==> config.mk <==
export PLATFORM = sky130hd
export DESIGN_NAME = dtc_divider
export DESIGN_NICKNAME = d
export VERILOG_FILES = /design/src/rtl/dtc_pkg.sv /design/src/rtl/dtc_divider.sv
export SDC_FILE = /design/constraint.sdc
export NUM_CORES = 1
export LEC_CHECK = 0
export ABC_CLOCK_PERIOD_IN_PS = 5500
export CAP_MARGIN = 15
export CORE_MARGIN = 2
export CORE_UTILIZATION = 40
export DETAILED_ROUTE_END_ITERATION = 7
export DONT_BUFFER_PORTS = 1
export PLACE_DENSITY = 0.61
export SLEW_MARGIN = 25
export SYNTH_ARGS = -nofsm -noshare
export SYNTH_HDL_FRONTEND = slang
export SYNTH_SLANG_ARGS = --single-unit
==> constraint.sdc <==
create_clock -name clk -period 5.5 [get_ports clk]
set_input_delay 1.1 -clock clk [delete_from_list [all_inputs] [get_ports clk]]
set_output_delay 1.1 -clock clk [all_outputs]
set_load 0.005 [all_outputs]
==> src/rtl/dtc_pkg.sv <==
// ----------------------------------------------------------------------------
// dtc_pkg: shared types and constants of the decision tree classifier
// Command codes, table size and default parameter values.
// ----------------------------------------------------------------------------
package dtc_pkg;

  localparam int MaxDepth    = 10;
  localparam int MaxClasses  = 16;
  localparam int NumFeatures = 256;
  localparam int CountBits   = 20;

  localparam int TableNodes = 1024;
  localparam int NodeBits   = 10;
  localparam int ProbBits   = 17;

  typedef enum logic [1:0] {
    CMD_WR_NODE  = 2'd0,
    CMD_WR_COUNT = 2'd1,
    CMD_WR_FEAT  = 2'd2,
    CMD_CLASSIFY = 2'd3
  } cmd_t;

  typedef struct packed {
    logic start;
    logic busy;
    logic done;
  } div_ctl_t;

endpackage

==> src/rtl/dtc_divider.sv <==
// ----------------------------------------------------------------------------
// dtc_divider: restoring radix-2 divider
// Computes floor((count << 16) / total), one quotient bit per cycle.
// ----------------------------------------------------------------------------
module dtc_divider #(
  parameter int COUNT_BITS = dtc_pkg::CountBits
) (
  input  logic                  clk,
  input  logic                  rst,
  input  logic                  start,
  input  logic [COUNT_BITS-1:0] count,
  input  logic [COUNT_BITS-1:0] total,
  output dtc_pkg::div_ctl_t     ctl,
  output logic [COUNT_BITS+15:0] quotient
);
  localparam int NB = COUNT_BITS + 16;
  localparam int CB = $clog2(NB + 1);

  logic [NB-1:0]       num;
  logic [COUNT_BITS:0] rem;
  logic [COUNT_BITS-1:0] den;
  logic [CB-1:0]       cnt;
  logic                busy;
  logic                done;
  logic [COUNT_BITS:0] trial;
  logic [COUNT_BITS+1:0] diff;

  assign trial = {rem[COUNT_BITS-1:0], num[NB-1]};
  assign diff  = {1'b0, trial} - {2'b00, den};

  always_ff @(posedge clk) begin
    if (rst) begin
      busy <= 1'b0;
      done <= 1'b0;
      cnt  <= '0;
    end else begin
      done <= 1'b0;
      if (start) begin
        busy <= 1'b1;
        num  <= {count, 16'd0};
        den  <= total;
        rem  <= '0;
        cnt  <= CB'(NB);
      end else if (busy) begin
        // shift one numerator bit in, subtract when it fits
        if (!diff[COUNT_BITS+1]) begin
          rem <= diff[COUNT_BITS:0];
          num <= {num[NB-2:0], 1'b1};
        end else begin
          rem <= trial;
          num <= {num[NB-2:0], 1'b0};
        end
        cnt <= cnt - 1'b1;
        if (cnt == CB'(1)) begin
          busy <= 1'b0;
          done <= 1'b1;
        end
      end
    end
  end

  assign quotient  = num;
  assign ctl.start = start;
  assign ctl.busy  = busy;
  assign ctl.done  = done;
endmodule

* After elaboration in Yosys (flattened, before gate mapping)
Cells that the tools add are included.
** Word-level totals
- Memory bits (writable) :: 0
- Latch bits :: 0
- Output and inout bits :: 39
- Memory bits (read-only) :: 0
- Register bits :: 84
- Memories :: 0
** Operators by class
- Magnitude comparators :: 0
- Divide/modulo/power cells :: 0
- Bitwise operators :: 2
- Add/sub/neg operators :: 2
- Reduce and logical (&&, ||, !) cells :: 5
- Shift operators :: 0
- Equality and inequality tests :: 1
- Multipliers :: 0
- Mux-type cells :: 11
** Operator list (number)
- 36-bit two-way mux :: 2
- 20-bit two-way mux :: 2
- 21-bit by 20-bit subtractor with 22-bit output :: 1
- 6-bit two-way mux :: 2
- 6-bit by 1-bit == test with 1-bit output (second input constant) :: 1
- 6-bit by 1-bit subtractor with 6-bit output (second input constant) :: 1
- 1-bit two-way mux :: 5
- 2-bit AND reduction :: 2
- 3-bit OR reduction :: 1
- 1-bit NOT :: 2
- 2-bit nonzero test :: 1
- 2-bit OR reduction :: 1

* Depth between registers and ports, before layout
- Depth after elaboration :: 4
- Mapped depth :: 10

* Worst setup path before layout
OpenSTA, ideal clock, no wires.
- Path kind :: input-to-reg
- Start :: input start
- End :: register num[0], in the netlist quotient[0], enable pin
- Slack :: 0.873 ns
- Buffers on the path :: 2
- Arrival time :: 4.158 ns
- Setup time :: 0.470 ns
- Stages on the path :: 4
- Path through :: clkbuf_1 > clkbuf_1 > nor2_1 > nor2_1
** Between the ends
- Cells in the longest elaborated chain, start to end :: 2
** RTL lines
- start, declared :: RTL line dtc_divider.sv:10 : input logic start,
- 2-bit nonzero test (no source line)
- 2-bit AND reduction (no source line)
- end signal, assigned :: RTL line dtc_divider.sv:40 : num <= {count, 16'd0};
- end signal, assigned :: RTL line dtc_divider.sv:48 : num <= {num[NB-2:0], 1'b1};
- end signal, assigned :: RTL line dtc_divider.sv:51 : num <= {num[NB-2:0], 1'b0};
- end, declared :: RTL line dtc_divider.sv:19 : logic [NB-1:0] num;
No other way between the ends.
A chain may end at the register's enable or synchronous reset.

* Final worst setup path
- Start :: register rem[7]
- End :: register rem[7], data pin
** Between the ends
- Cells in the longest elaborated chain, start to end :: 3
** RTL lines
- start, declared :: RTL line dtc_divider.sv:20 : logic [COUNT_BITS:0] rem;
- start signal, assigned :: RTL line dtc_divider.sv:47 : rem <= diff[COUNT_BITS:0];
- start signal, assigned :: RTL line dtc_divider.sv:50 : rem <= trial;
- 21-bit by 20-bit subtractor with 22-bit output :: RTL line dtc_divider.sv:29 : assign diff = {1'b0, trial} - {2'b00, den};
- 20-bit two-way mux :: RTL line dtc_divider.sv:46 : if (!diff[COUNT_BITS+1]) begin
- 20-bit two-way mux :: RTL line dtc_divider.sv:44 : end else if (busy) begin
No other way between the ends. The select of a mux whose other input is x is not followed.

==> results.cfg <==
[global_route]
grt_util_met2_pct = 22.9
grt_pass1_wl_microns = 14000
antenna_found_initial = 0
grt.overflow.total = 0
use_met3_pct = 7.23
grt_util_met1_pct = 20.6
grt_max_degree = 58
grt.total_usage_pct = 15.6
grt_pass1_vias = 2833
busiest_layer = met2

[placed_design]
dp_hpwl_microns = 5770
dp_cells = 492
place.gp.congestion = 0.880
io_buffers = 0

[synth]
yosysWarnings = 0
synth.distinct_cells = 44
syn_nets = 429
syn_inst = 363
ys_seq_elements = 84
avgSynthCellArea_sq_um = 12.0
netlist_area_sq_um = 4360
netlist.area_leader.share_pct = 52.4
ys_seq_area_share_pct = 56.0
synth_area_leaders = edfxtp_1 52%, ha_1 6.3%, mux2_2 5.2%, dfxtp_1 3.7%, a21oi_1 3.0%
synth_top_area_cell = edfxtp_1

[floorplanning]
die_y_microns = 108
die_width_microns = 108
pin_count = 82
core_area_sq_um = 10700
num_rows = 38
die_area_sq_um = 11700
start_util_pct = 40.6

[final_layout]
fin_nets = 429
stdcell_count = 508
antenna_cells = 0
drive_above_1_share_pct = 13.6
syn2layout_area_growth_pct = 6.92
mostFrequentLayoutCells = 76 x edfxtp_1, 26 x inv_1, 26 x nor2_1, 26 x a21oi_1, 22 x ha_1
mostFrequentLayoutCell = edfxtp_1

[clock_network]
clk_pin_slew_worst_paths_ps = 80
cts_made_buffers = 9
clockBufferDepth = 2
post_cts_resized = 0
cts_tree = done
clk_latency_ps = 370
cts.sinks = 84
post_cts_buffers = 0
cts_hold_buf = 0
root_buffer = clkbuf_8
cts-htree-levels = 3

[sta]
relSlewSlack_pct = 40.4
fin_crit_ps = 2790
final.setup.tns_ps = 0
slew_violations = 0
skew_ps = 12.0
setup-violations-final = 0
worst_pin_slew_ps = 895
rsz0062_at_grt = false
fmax_mhz = 358
finalCritPeriodShare_pct = 50.8
hold_viol = 0

[routing]
vias = 2700
finalWirelength_microns = 8410
ant_nets = 0
vias_per_cell = 5.31
dr.pass1.iters = 4
drcViolationCount = 0
drt_iter0_drc = 152
wl_per_cell_microns = 16.6

[power_and_ir_drop]
powerDensity_nw_per_um2 = 326
cellLeakagePower_nw = 1.73
ir_drop_v = 0.000204

[worst_setup_path]
startpoint_type = flop
crit_slowest_cell = o32ai_2
r2r_cells = 9
cp_top_family = compound AO/OA/AOI/OAI gates
arrival_ps = 2910
worst_setup_path_end_kind = flop
r2r-start = rem[7]$_SDFFCE_PP0P_
crit_chain = ha_1 > a21oi_1 > o21ai_2 > a21oi_2 > a21oi_2 > o32ai_2 > buf_4 > mux2i_1 > nor2_1
cpPeakStageDelay_ps = 500
rrSetupSlack_ps = 2710
worst-path-max-fanout = 13
crit_required_ps = 5620
startpoint = rem[7]$_SDFFCE_PP0P_
critPathKind = reg2reg
crit_end = rem[7]$_SDFFCE_PP0P_
crit_buf_inv = 1
cp.depth = 9
cp_common_cell = a21oi_2
r2r_end = rem[7]$_SDFFCE_PP0P_

[job]
maxCapViolCount = 0

[hold_path]
holdCritPathClass = reg2reg

[run_status]
status = finished, final reports clean
[where the power goes]
| group | switching (mW) | internal, mW |
|---|---|---|
| Combinational | 0.189 | 0.142 |
| Sequential | 0.0319 | 0.762 |
| Clock | 0.231 | 0.166 |
| Total | 0.451 | 1.07 |
[worst min-delay path by stage]
stage | from | end | cells past startpoint
after CTS | cnt[1]$_SDFFE_PP0P_ | cnt[1]$_SDFFE_PP0P_ | 2
after floorplan | cnt[1]$_SDFFE_PP0P_ | cnt[1]$_SDFFE_PP0P_ | 2
final | cnt[1]$_SDFFE_PP0P_ | cnt[1]$_SDFFE_PP0P_ | 2
after detailed placement | cnt[1]$_SDFFE_PP0P_ | cnt[1]$_SDFFE_PP0P_ | 2
after global placement | cnt[1]$_SDFFE_PP0P_ | cnt[1]$_SDFFE_PP0P_ | 2
after global routing | cnt[1]$_SDFFE_PP0P_ | cnt[1]$_SDFFE_PP0P_ | 2
[cell type report]
class	instances	area (sq um)
flip-flops and latches	84	2440
clock inverters	7	47.5
well taps	140	175
fillers	1027	6090
inverters	26	97.6
multi-input cells	240	1760
repair buffers	2	15.0
clock buffers	9	124
[Yosys cell counts, drive strengths merged]
cell and n:
a211oi 3, inv 26, o21ai 15, and2 2, a211o 1, nor4 2
xor2 9, or3b 1, ha 22, or2 2, o211ai 3, nand2 18
nor2 28, o41ai 1, buf 7, fa 1, o32ai 1, nand3 11
nand2b 7, a21o 3, nor3 5, mux2 20, edfxtp 76, o21bai 4
and3 1, o31ai 2, mux2i 11, nand4 3, o21a 3, clkbuf 6
a21oi 31, dfxtp 8, a21boi 1, xnor2 13, nor2b 15, a2111oi 1
[state kept, by name, summed over array words and instances, names as in the netlist]
signal / flops
quotient: 36
rem: 20
den: 20
busy: 1
cnt: 6
done: 1
[kinds of logic after synthesis]
family / Yosys count / share of synthesized area [%]
adders and majority gates: 23 / 6.78
and+or+nand+nor: 95 / 10.8
AOI/OAI and AO/OA: 69 / 10.3
xor gates and xnor gates: 22 / 4.42
buffers and inverters: 39 / 3.96
muxes: 31 / 7.69
DFF: 84 / 56.0
[metal layers]
metal	part of all wire, %	vias to the layer above	wire length, microns
met5	0	-	0
met4	1.0	0	87
met3	8.5	12	711
met2	44	97	3680
met1	47	1289	3940
li1	-	1302	-
[through the flow]
| stage | util [%] | area, sq um | setup slack [ps] | power (mW) | hold WS (ps) |
|---|---|---|---|---|---|
| 5_1_grt | 43.4 | 4660 | 2470 | 1.61 | 579 |
| 4_1_cts | 43.4 | 4660 | 2690 | 1.54 | 496 |
| 2_1_floorplan | - | 4360 | 873 | 1.08 | 457 |
| 3_5_place_dp | 41.8 | 4490 | 2690 | 1.14 | 483 |
| 3_3_place_gp | 41.7 | 4480 | 2790 | 1.13 | 468 |
| 6_report | 43.4 | 4660 | 2710 | 1.52 | 489 |
[worst reg2reg max path: cells and delay by family, from the launching register on]
family,cells,cell delay (ps)
buffers and inverters,1,380
adders and majority gates,1,390
muxes,1,230
and+or+nand+nor,1,50
DFF,1,390
AOI/OAI and AO/OA,5,1110
Power figures use the tool's default switching activity.
